**config.mk**
```make
export PLATFORM = sky130hd
export DESIGN_NAME = cic_pair
export DESIGN_NICKNAME = d
export VERILOG_FILES = /design/src/design/cic_pkg.sv /design/src/design/cic_pair.sv
export SDC_FILE = /design/constraint.sdc
export NUM_CORES = 2
export LEC_CHECK = 0
export ABC_AREA = 1
export ABC_CLOCK_PERIOD_IN_PS = 23500
export BUFFER_PORTS_ARGS = -buffer_cell sky130_fd_sc_hd__buf_2
export CAP_MARGIN = 20
export CELL_PAD_IN_SITES_DETAIL_PLACEMENT = 0
export CELL_PAD_IN_SITES_GLOBAL_PLACEMENT = 1
export CORE_UTILIZATION = 46
export DETAILED_ROUTE_END_ITERATION = 6
export GPL_TIMING_DRIVEN = 0
export PLACE_DENSITY = 0.75
export SYNTH_ARGS = -nofsm -noshare
export SYNTH_HDL_FRONTEND = slang
export SYNTH_SLANG_ARGS = --single-unit
```
**constraint.sdc**
```tcl
create_clock -name clk -period 23.5 [get_ports clk]
set_input_delay 2.35 -clock clk [delete_from_list [all_inputs] [get_ports clk]]
set_output_delay 2.35 -clock clk [all_outputs]
set_load 0.01 [all_outputs]
```
**src/design/cic_pkg.sv**
```systemverilog
`default_nettype none

package cic_pkg;

    // Widths of the result fields.
    localparam int KIND_W      = 4;
    localparam int DET_OUT_W   = 53;
    localparam int MINOR_OUT_W = 34;
    localparam int TRACE_OUT_W = 18;
    localparam int COF_OUT_W   = 35;

    // The five triple products that make up the 3x3 determinant.
    localparam int NUM_TERMS = 5;
    localparam int IDX_ACF   = 0;   // a*c times f
    localparam int IDX_BDE   = 1;   // b*e times d
    localparam int IDX_AEE   = 2;   // e*e times a
    localparam int IDX_FBB   = 3;   // b*b times f
    localparam int IDX_CDD   = 4;   // d*d times c

    typedef enum logic [KIND_W-1:0] {
        KIND_ELLIPSE       = 4'd0,
        KIND_CIRCLE        = 4'd1,
        KIND_IMAG_ELLIPSE  = 4'd2,
        KIND_HYPERBOLA     = 4'd3,
        KIND_PARABOLA      = 4'd4,
        KIND_POINT         = 4'd5,
        KIND_CROSS_LINES   = 4'd6,
        KIND_PARALLEL      = 4'd7,
        KIND_DOUBLE_LINE   = 4'd8,
        KIND_NO_POINTS     = 4'd9
    } kind_t;

endpackage

`default_nettype wire

```
**src/design/cic_pair.sv**
```systemverilog
`default_nettype none

// First pipeline stage: the pair products that the later stages need, and the doubled trace.
module cic_pair #(
    parameter int W = 16
) (
    input  logic                clk,
    input  logic                rst_n,
    input  logic                up_valid,
    output logic                up_stall,
    input  logic signed [W-1:0] coef_xx,
    input  logic signed [W-1:0] coef_xy,
    input  logic signed [W-1:0] coef_yy,
    input  logic signed [W-1:0] coef_x,
    input  logic signed [W-1:0] coef_y,
    input  logic signed [W-1:0] coef_const,
    output logic                dn_valid,
    input  logic                dn_stall,
    output logic signed [2*W-1:0] prod [cic_pkg::NUM_TERMS],
    output logic signed [W-1:0]   fac  [cic_pkg::NUM_TERMS],
    output logic signed [2*W-1:0] prod_af,
    output logic signed [2*W-1:0] prod_cf,
    output logic signed [W+1:0]   trace
);
    import cic_pkg::*;

    logic                  valid_reg;
    logic signed [2*W-1:0] prod_reg [NUM_TERMS];
    logic signed [2*W-1:0] prod_next [NUM_TERMS];
    logic signed [W-1:0]   fac_reg [NUM_TERMS];
    logic signed [W-1:0]   fac_next [NUM_TERMS];
    logic signed [2*W-1:0] af_reg, af_next;
    logic signed [2*W-1:0] cf_reg, cf_next;
    logic signed [W+1:0]   trace_reg, trace_next;
    logic                  load;

    assign up_stall = valid_reg && dn_stall;
    assign load     = up_valid && !up_stall;

    always_comb
    begin
        prod_next[IDX_ACF] = coef_xx * coef_yy;
        fac_next[IDX_ACF]  = coef_const;
        prod_next[IDX_BDE] = coef_xy * coef_y;
        fac_next[IDX_BDE]  = coef_x;
        prod_next[IDX_AEE] = coef_y * coef_y;
        fac_next[IDX_AEE]  = coef_xx;
        prod_next[IDX_FBB] = coef_xy * coef_xy;
        fac_next[IDX_FBB]  = coef_const;
        prod_next[IDX_CDD] = coef_x * coef_x;
        fac_next[IDX_CDD]  = coef_yy;
        af_next            = coef_xx * coef_const;
        cf_next            = coef_yy * coef_const;
        trace_next         = ((W+2)'(coef_xx) + (W+2)'(coef_yy)) <<< 1;
    end

    always_ff @(posedge clk or negedge rst_n)
    begin
        if (!rst_n)
        begin
            valid_reg <= 1'b0;
        end
        else if (!up_stall)
        begin
            valid_reg <= up_valid;
        end
    end

    always_ff @(posedge clk)
    begin
        if (load)
        begin
            prod_reg  <= prod_next;
            fac_reg   <= fac_next;
            af_reg    <= af_next;
            cf_reg    <= cf_next;
            trace_reg <= trace_next;
        end
    end

    assign dn_valid = valid_reg;
    assign prod     = prod_reg;
    assign fac      = fac_reg;
    assign prod_af  = af_reg;
    assign prod_cf  = cf_reg;
    assign trace    = trace_reg;

endmodule

`default_nettype wire

```
==> flow_summary.toml <==
[sta]
grt_setup_unrepaired = "false"
max_slew_margin_pct = 13.96
skew_ns = 0.04198
worst_pin_slew_ns = 1.291
setup_tns_ns = 0
fin_crit_ns = 9.025
whs_ns = 0.4908
fin_crit_sh_pct = 38.41
final-setup-viol-count = 0
hold_viol = 0
maxSlewViolCount = 0
maxClockFrequency_mhz = 110.8

[run]
drv_cap = 0

[synth]
avgSynthCellArea_sq_um = 8.177
syn_inst = 10040
synth_cell_types = 39
synth_area_sq_mm = 0.08211
synth_flop_cell = "edfxtp_1"
yosysMostFrequentCell = "inv_1"
synthTopCellsByCount = "inv_1 (3162), nand2_1 (2512), fa_1 (1750)"
synth_top_area_cell = "fa_1"
synth-seq-area-share_pct = 11.04
synthTopCellsByArea = "fa_1 (43%), inv_1 (14%), nand2_1 (11%)"
yosysTopAreaCellShare_pct = 42.66
yosys_warnings = 0
synthArstFlopShare_pct = 0.3311
synth_enable_flop_cells = 301
ys_ff_latch = 302

[route]
dr.pass1.iters = 6
viasPerCell = 4.979
wire_per_inst_um = 20.47
vias = 64200
wirelength_um = 263900
drcViolationCount = 0
first_iter_violations = 4225
detail-route-antenna-nets = 0

[setup_path]
crit_path_end = "prod[159]$_DFFE_PP_"
cp.required_ns = 23.91
worstReg2RegStart = "dn_valid$_DFFE_PN0N_"
crit_fanout = 10
worstPathArrival_ns = 9.43
end_kind = "flop"
critPathKind = "input port to flop"
critPathLaunchType = "input port"
r2r_end = "prod[27]$_DFFE_PP_"
r2r_slack_ns = 20.86
crit_start = "coef_xx[15]"
r2r_cells = 7

[floorplanning]
ios = 424
die-area_sq_mm = 0.1802
dieWidth_um = 424.5
initial_core_util_pct = 46.47
coreArea_sq_mm = 0.1767
die_h_um = 424.5
num_rows = 154

[clock_tree]
postCtsResizedCells = 0
htree_num_levels = 2
post_cts_buffers = 0
cts_hold_repair.buffers = 0
cts_tree = "yes"
cts_root_buffer = "clkbuf_16"
worst_skew_pair.late_latency_ns = 0.67
cts_buffer_depth = 3
numCtsBuffers = 41
clk_pin_slew_ns = 0.06
clock_sink_count = 302

[placed_design]
gp_congestion = 0.9706
hpwl_um = 224800
io_buffers = 411
place_inst = 12810

[global_route]
antenna_found_initial = 18
grt_max_degree = 37
grt_pass1_wl_um = 403800
overflow = 0
grtUsageTotal_pct = 29.98
first_global_vias = 67340

[finish]
fin_nets = 12980
largest_register_ffs = 157
areaGrowthSynthToFinish_pct = 7.963
fin_cells = 12890
drive_gt1_share_pct = 5.673

[min_path]
hold_class = "flop to flop"
holdCritStartpoint = "dn_valid$_DFFE_PN0N_"

[status]
outcome = "finished, final reports clean"
## worst min path at each step
stage	endpoint	slack [ns]	cells past startpoint
final	dn_valid$_DFFE_PN0N_	0.49	2
after global routing	dn_valid$_DFFE_PN0N_	0.55	2
after CTS	dn_valid$_DFFE_PN0N_	0.50	2
after detailed placement	dn_valid$_DFFE_PN0N_	0.48	2
after global placement	dn_valid$_DFFE_PN0N_	0.47	2
after floorplan	dn_valid$_DFFE_PN0N_	0.52	2
## cell type report
type | count | area [sq um]
fillers | 17460 | 88040
multi-input cells | 6258 | 59910
inverters | 3172 | 11910
flip-flops and latches | 302 | 9064
well taps | 2340 | 2928
repair buffers | 423 | 2278
plain buffers | 313 | 1255
clock buffers | 48 | 1074
clock inverters | 25 | 212.7
diodes | 11 | 27.53
## critical path, cell delays in order
cell and delay [ns]:
buf_2 0.11, clkbuf_1 0.70, clkbuf_1 0.90, nand2_1 0.24, inv_1 0.17, fa_1 0.53
fa_1 0.85, fa_1 0.61, fa_1 0.57, inv_1 0.05, fa_1 0.45, fa_1 0.50
inv_1 0.05, ha_1 0.44, nand2_1 0.12, nor2_1 0.16, nand2_1 0.10, nor3_1 0.16
nand2_1 0.11, inv_1 0.06, nor2_1 0.06, nand2_1 0.07, nand2_1 0.05
## logic make-up after synthesis
| kind of cell | Yosys count | share of synthesized area (%) |
|---|---|---|
| XOR/XNOR | 191 | 2.037 |
| other | 1 | 0.004567 |
| adder cells (fa/ha/maj) | 2368 | 52.08 |
| buffers and inverters | 3485 | 16.03 |
| AO/OA/AOI/OAI | 349 | 2.360 |
| AND/OR/NAND/NOR | 3346 | 16.45 |
| flip-flops | 302 | 11.04 |
## cells in the final DEF, fill, tap and decap left out, types with 4 or more instances in the layout
master     count
a21boi_0       4
a21o_1         8
a21oi_1      201
a31o_2         6
and2_1         4
buf_12         9
buf_2        412
buf_4         21
clkbuf_1     295
clkbuf_16     42
clkinv_1       7
clkinv_2       7
conb_1         4
diode_2       11
edfxtp_1     301
fa_1        1750
ha_1         618
inv_1       3162
inv_2          9
nand2_1     2512
nand2_2       18
nand3_1      273
nand3_2        6
nand3b_1      15
nand4_1       82
nor2_1       328
nor2_2        24
nor3_1        53
nor3_2        11
o21ai_0       66
o21ai_1        8
o21bai_1      49
or2_2         14
xnor2_1       28
xor2_1       163
## per-layer routing
layer	vias up	share of wire [%]	wire (um)	track usage, %
met4	8	4.4	11480	11.23
met2	2135	47	123500	48.93
met3	439	6.9	18310	4.567
met5	-	0.033	87	0
li1	29590	-	-	-
met1	32020	42	110500	40.30
## metrics by stage
step           worst slack (ns)  instance area, sq um  util, %
5_1_grt                   14.18                 88640    50.16
3_5_place_dp              13.94                 87300    49.41
2_1_floorplan             7.571                 82130        -
6_report                  14.47                 88650    50.17
3_3_place_gp              1.043                 87110    49.30
4_1_cts                   14.64                 88580    50.13
Power is not shown: default switching activity piles up to over one toggle a cycle in this logic, so the estimate is an artifact.
