--- src/design/cic_pkg.sv ---
`default_nettype none

package cic_pkg;

    // Widths of the result fields.
    localparam int KIND_W      = 4;
    localparam int DET_OUT_W   = 53;
    localparam int MINOR_OUT_W = 34;
    localparam int TRACE_OUT_W = 18;
    localparam int COF_OUT_W   = 35;

    // The five triple products that make up the 3x3 determinant.
    localparam int NUM_TERMS = 5;
    localparam int IDX_ACF   = 0;   // a*c times f
    localparam int IDX_BDE   = 1;   // b*e times d
    localparam int IDX_AEE   = 2;   // e*e times a
    localparam int IDX_FBB   = 3;   // b*b times f
    localparam int IDX_CDD   = 4;   // d*d times c

    typedef enum logic [KIND_W-1:0] {
        KIND_ELLIPSE       = 4'd0,
        KIND_CIRCLE        = 4'd1,
        KIND_IMAG_ELLIPSE  = 4'd2,
        KIND_HYPERBOLA     = 4'd3,
        KIND_PARABOLA      = 4'd4,
        KIND_POINT         = 4'd5,
        KIND_CROSS_LINES   = 4'd6,
        KIND_PARALLEL      = 4'd7,
        KIND_DOUBLE_LINE   = 4'd8,
        KIND_NO_POINTS     = 4'd9
    } kind_t;

endpackage

`default_nettype wire

--- src/design/cic_class.sv ---
`default_nettype none

// Fourth and fifth stages: determinant sum, then classification into the
// output register.
module cic_class #(
    parameter int W = 16
) (
    input  logic                  clk,
    input  logic                  rst_n,
    input  logic                  up_valid,
    output logic                  up_stall,
    input  logic signed [3*W:0]   term [cic_pkg::NUM_TERMS],
    input  logic signed [2*W+2:0] minor,
    input  logic signed [2*W+3:0] cof,
    input  logic signed [W+1:0]   trace,
    input  logic                  round,
    output logic                  dn_valid,
    input  logic                  dn_stall,
    output logic [cic_pkg::KIND_W-1:0]             curve_kind,
    output logic signed [cic_pkg::DET_OUT_W-1:0]   big_det_x8,
    output logic signed [cic_pkg::MINOR_OUT_W-1:0] small_det_x4,
    output logic signed [cic_pkg::TRACE_OUT_W-1:0] trace_x2,
    output logic signed [cic_pkg::COF_OUT_W-1:0]   cofactor_sum_x4
);
    import cic_pkg::*;

    localparam int DET_W   = 3 * W + 6;
    localparam int MINOR_W = 2 * W + 3;
    localparam int COF_W   = 2 * W + 4;

    // Stage four.
    logic                      v4_reg;
    logic signed [DET_W-1:0]   det4_reg, det4_next;
    logic signed [MINOR_W-1:0] minor4_reg;
    logic signed [COF_W-1:0]   cof4_reg;
    logic signed [W+1:0]       trace4_reg;
    logic                      round4_reg;

    // Stage five, the output register.
    logic                          v5_reg;
    kind_t                         kind_reg, kind_next;
    logic signed [DET_OUT_W-1:0]   det5_reg;
    logic signed [MINOR_OUT_W-1:0] minor5_reg;
    logic signed [TRACE_OUT_W-1:0] trace5_reg;
    logic signed [COF_OUT_W-1:0]   cof5_reg;

    logic stall4, stall5;
    logic det_zero, minor_zero, minor_neg, cof_zero, cof_neg;
    logic same_sign;

    assign stall5   = v5_reg && dn_stall;
    assign stall4   = v4_reg && stall5;
    assign up_stall = stall4;

    always_comb
    begin
        det4_next = (DET_W'(term[IDX_ACF]) <<< 3)
                  + ((DET_W'(term[IDX_BDE]) - DET_W'(term[IDX_AEE])
                      - DET_W'(term[IDX_FBB]) - DET_W'(term[IDX_CDD])) <<< 1);
    end

    always_comb
    begin
        det_zero   = (det4_reg == '0);
        minor_zero = (minor4_reg == '0);
        minor_neg  = minor4_reg[MINOR_W-1];
        cof_zero   = (cof4_reg == '0);
        cof_neg    = cof4_reg[COF_W-1];
        same_sign  = (trace4_reg != '0) && (det4_reg[DET_W-1] == trace4_reg[W+1]);

        if (det_zero)
        begin
            if (minor_zero)
            begin
                if (cof_zero)
                    kind_next = KIND_DOUBLE_LINE;
                else if (cof_neg)
                    kind_next = KIND_PARALLEL;
                else
                    kind_next = KIND_NO_POINTS;
            end
            else if (minor_neg)
                kind_next = KIND_CROSS_LINES;
            else
                kind_next = KIND_POINT;
        end
        else
        begin
            if (minor_zero)
                kind_next = KIND_PARABOLA;
            else if (minor_neg)
                kind_next = KIND_HYPERBOLA;
            else if (same_sign)
                kind_next = KIND_IMAG_ELLIPSE;
            else if (round4_reg)
                kind_next = KIND_CIRCLE;
            else
                kind_next = KIND_ELLIPSE;
        end
    end

    always_ff @(posedge clk or negedge rst_n)
    begin
        if (!rst_n)
        begin
            v4_reg <= 1'b0;
            v5_reg <= 1'b0;
        end
        else
        begin
            if (!stall4)
            begin
                v4_reg <= up_valid;
            end
            if (!stall5)
            begin
                v5_reg <= v4_reg;
            end
        end
    end

    always_ff @(posedge clk)
    begin
        if (up_valid && !stall4)
        begin
            det4_reg   <= det4_next;
            minor4_reg <= minor;
            cof4_reg   <= cof;
            trace4_reg <= trace;
            round4_reg <= round;
        end
        if (v4_reg && !stall5)
        begin
            kind_reg   <= kind_next;
            det5_reg   <= DET_OUT_W'(det4_reg);
            minor5_reg <= MINOR_OUT_W'(minor4_reg);
            trace5_reg <= TRACE_OUT_W'(trace4_reg);
            cof5_reg   <= COF_OUT_W'(cof4_reg);
        end
    end

    assign dn_valid        = v5_reg;
    assign curve_kind      = kind_reg;
    assign big_det_x8      = det5_reg;
    assign small_det_x4    = minor5_reg;
    assign trace_x2        = trace5_reg;
    assign cofactor_sum_x4 = cof5_reg;

endmodule

`default_nettype wire

--- config.mk ---
export PLATFORM = sky130hd
export DESIGN_NAME = cic_class
export DESIGN_NICKNAME = d
export VERILOG_FILES = /design/src/design/cic_pkg.sv /design/src/design/cic_class.sv
export SDC_FILE = /design/constraint.sdc
export NUM_CORES = 1
export LEC_CHECK = 0
export BUFFER_PORTS_ARGS = -buffer_cell sky130_fd_sc_hd__buf_2
export CAP_MARGIN = 30
export CORE_AREA = 4 4 186 188
export DETAILED_ROUTE_END_ITERATION = 10
export DIE_AREA = 0 0 190 192
export GPL_TIMING_DRIVEN = 0
export PLACE_DENSITY = 0.82
export SLEW_MARGIN = 20
export SYNTH_ARGS = -nofsm -noshare
export SYNTH_HDL_FRONTEND = slang
export SYNTH_SLANG_ARGS = --single-unit
--- constraint.sdc ---
create_clock -name clk -period 32.7 [get_ports clk]
set_input_delay 6.54 -clock clk [delete_from_list [all_inputs] [get_ports clk]]
set_output_delay 6.54 -clock clk [all_outputs]
set_load 0.1 [all_outputs]
==> metrics <==
CP endpoint kind output port; M1 GR Usage 0.281; first-pass GRT wire length 70300 um; FF-to-FF End curve_kind[2]; Routed Antenna Nets 0; minimum clock period 13880 ps; most frequent cell after synthesis inv_1; worst path bufs/invs 3; DRC 0; Global Route Usage Sum 0.244; initial antenna violation count 9; Area growth, synth to finish 22.9%; largest cells by area after synthesis edfxtp_1 48%, fa_1 11%, ha_1 7.3%; highest attainable clock frequency 72.1 MHz; FF+latch count, synth 288; Cell Pwr Density 92.2 nW/um^2; Vert. Die Dim 192 um; Vias/cell 5.29; max FFs per register 53; Critical R2R Launch det4_reg[43]; endpoints failing setup 0; Post-synth ARST share 0.00694; CP Data Arrival Time 7340 ps; max-slew violation count 0; core footprint 33100 sq um; largest area contributor in the netlist edfxtp_1; DR iter-0 viols 714; die area 36500 sq um; Placed Cells 2531; nature of the critical path startpoint primary input; Worst Skew 13.1 ps; Final Routed Wirelength 46800 um; Largest delay share family, worst path buffers and inverters; met3 usage 0.0447; Cell Count, Final, Fillers Out 2579; Cell Area, Synth 17900 sq um; CP Capture Point up_stall; Leak Pwr 10.3 nW; CTS clk-pin slew, worst paths 60 ps; cell at the slowest stage of the critical path buf_2; IO buf count 483; grt peak-use layer met2; Worst IR Drop VDD 0.0427 mV; total gr overflow 0; Synth Warn # 0; post-synthesis net count 2133; vias 13.6k; flop2flop setup slack 30350 ps; setup tns final 0 ps; top cells by count, synth 330 x inv_1, 286 x edfxtp_1, 106 x a21oi_1, 104 x ha_1, 100 x fa_1; CTS Sinks 288; worst setup margin 18820 ps; status completed; Final GP Congestion 0.913; GR met2 Demand/Resource 0.468; Post-Syn Area per Cell 11.2 sq um; Post-Place Worst Slack 18840 ps; CTS hold repair buffers 0; Max Fanout on Critical Path 3; Worst-Skew Late Latency 510 ps; CTS tree done; Initial Util 0.539; largest net degree at the start of global routing 61; endpoints failing hold 0; worst min-delay path category register to register; Crit Path Class primary input to output port; CTS buffer count 25; share of cells above drive strength 1 0.258; Final Cycle Share 0.424; RSZ-0062 raised after global routing no; Gate Count Post-Synth 1590; MaxCap Viol Count 0; fillers 2502; PostCTS Resize Cnt 0; Rel. slew slack 0.504; wire per inst 18.1 um; CP Cell Sequence buf_2, nand3_1, inv_1, buf_2; Post-CTS Setup Inserts 0; vias in the first global route 13.4k; Site Rows 67; fin nets 2653; first-pass iteration count of the detailed router 5; Reg2Reg Depth 7; top cell type's share of synthesized area 0.481; Synth Flop Type edfxtp_1; Die W 190 um; DP Wirelength 39600 um; overall power 0.00202 W; clk root buf clkbuf_16; Worst-Margin Slew 738 ps; post-synthesis cell type count 60; Max Root-Sink Buffers 3; CP required 26160 ps; area of the multi-input gates 7880 sq um; crit-path max cell delay 440 ps; Critical Path Start dn_stall; IO Pins 485; H-tree depth 1; FF+latch area 8640 sq um; CP dominant cell by count buf_2; EDFF count, synth 286; Stages on worst setup path 4; sequential fraction of the synthesis area 0.484
how the worst min path moves through the flow:
stage / cells after the start / slack [ps] / to / from
after global routing: 0 / 460 / small_det_x4[28] / minor4_reg[28]
after floorplan: 0 / 430 / big_det_x8[10] / det4_reg[10]
after detailed placement: 0 / 440 / big_det_x8[41] / det4_reg[41]
after global placement: 0 / 430 / trace_x2[5] / trace4_reg[5]
final: 0 / 450 / big_det_x8[41] / det4_reg[41]
after CTS: 0 / 450 / big_det_x8[12] / det4_reg[12]
cell type report:
cell class,count,share of cell area
buffer,28,0.00507
antenna,3,0.000342
clock inverter,17,0.00907
inverter,330,0.0564
tap,448,0.0255
clock buffer,28,0.0290
timing repair buffer,493,0.122
sequential,288,0.394
multi-input combinational,944,0.359
logic make-up after synthesis:
family / Yosys count / share of synthesized area
simple gates: 311 / 0.0844
xor+xnor: 93 / 0.0456
fa+ha+maj: 204 / 0.185
compound gates: 335 / 0.125
flops: 288 / 0.484
other cells: 1 / 0.000210
buf+inv: 358 / 0.0756
power breakdown:
group	switching (W)	internal, W
Combinational	0.000770	0.000391
Clock	0.000124	0.000173
Sequential	0.0000333	0.000532
Total	0.000927	0.00110
metrics by stage:
| step | instance area, sq um | utilization | hold slack (ps) |
|---|---|---|---|
| floorplan | 17900 | - | 427 |
| global placement | 20800 | 0.629 | 430 |
| detailed placement | 21100 | 0.637 | 436 |
| CTS | 21900 | 0.662 | 450 |
| global route | 21900 | 0.663 | 459 |
| finish | 21900 | 0.663 | 449 |
cell usage in the layout, fill, tap and decap left out, types with 8 or more instances in the layout:
master / instances
buf_2: 485
inv_1: 330
edfxtp_1: 286
a21oi_1: 106
ha_1: 104
fa_1: 100
nand2_1: 86
nor2_1: 70
a21o_1: 56
xnor2_1: 52
o21ai_0: 49
xor2_1: 41
nor4_1: 40
clkbuf_1: 28
nand4_1: 28
nand3_1: 26
clkbuf_16: 25
o21bai_1: 21
nor3_1: 18
a31oi_1: 15
o211ai_1: 12
o21a_1: 12
and3_1: 11
buf_16: 9
nor2b_1: 8
per-layer routing:
metal  vias up  wire length (um)
met3        78              3560
li1       6549                 -
met2       556             24700
met1      6439             17300
met5         -                76
met4        14              1170
(Power assumes the default switching activity.)
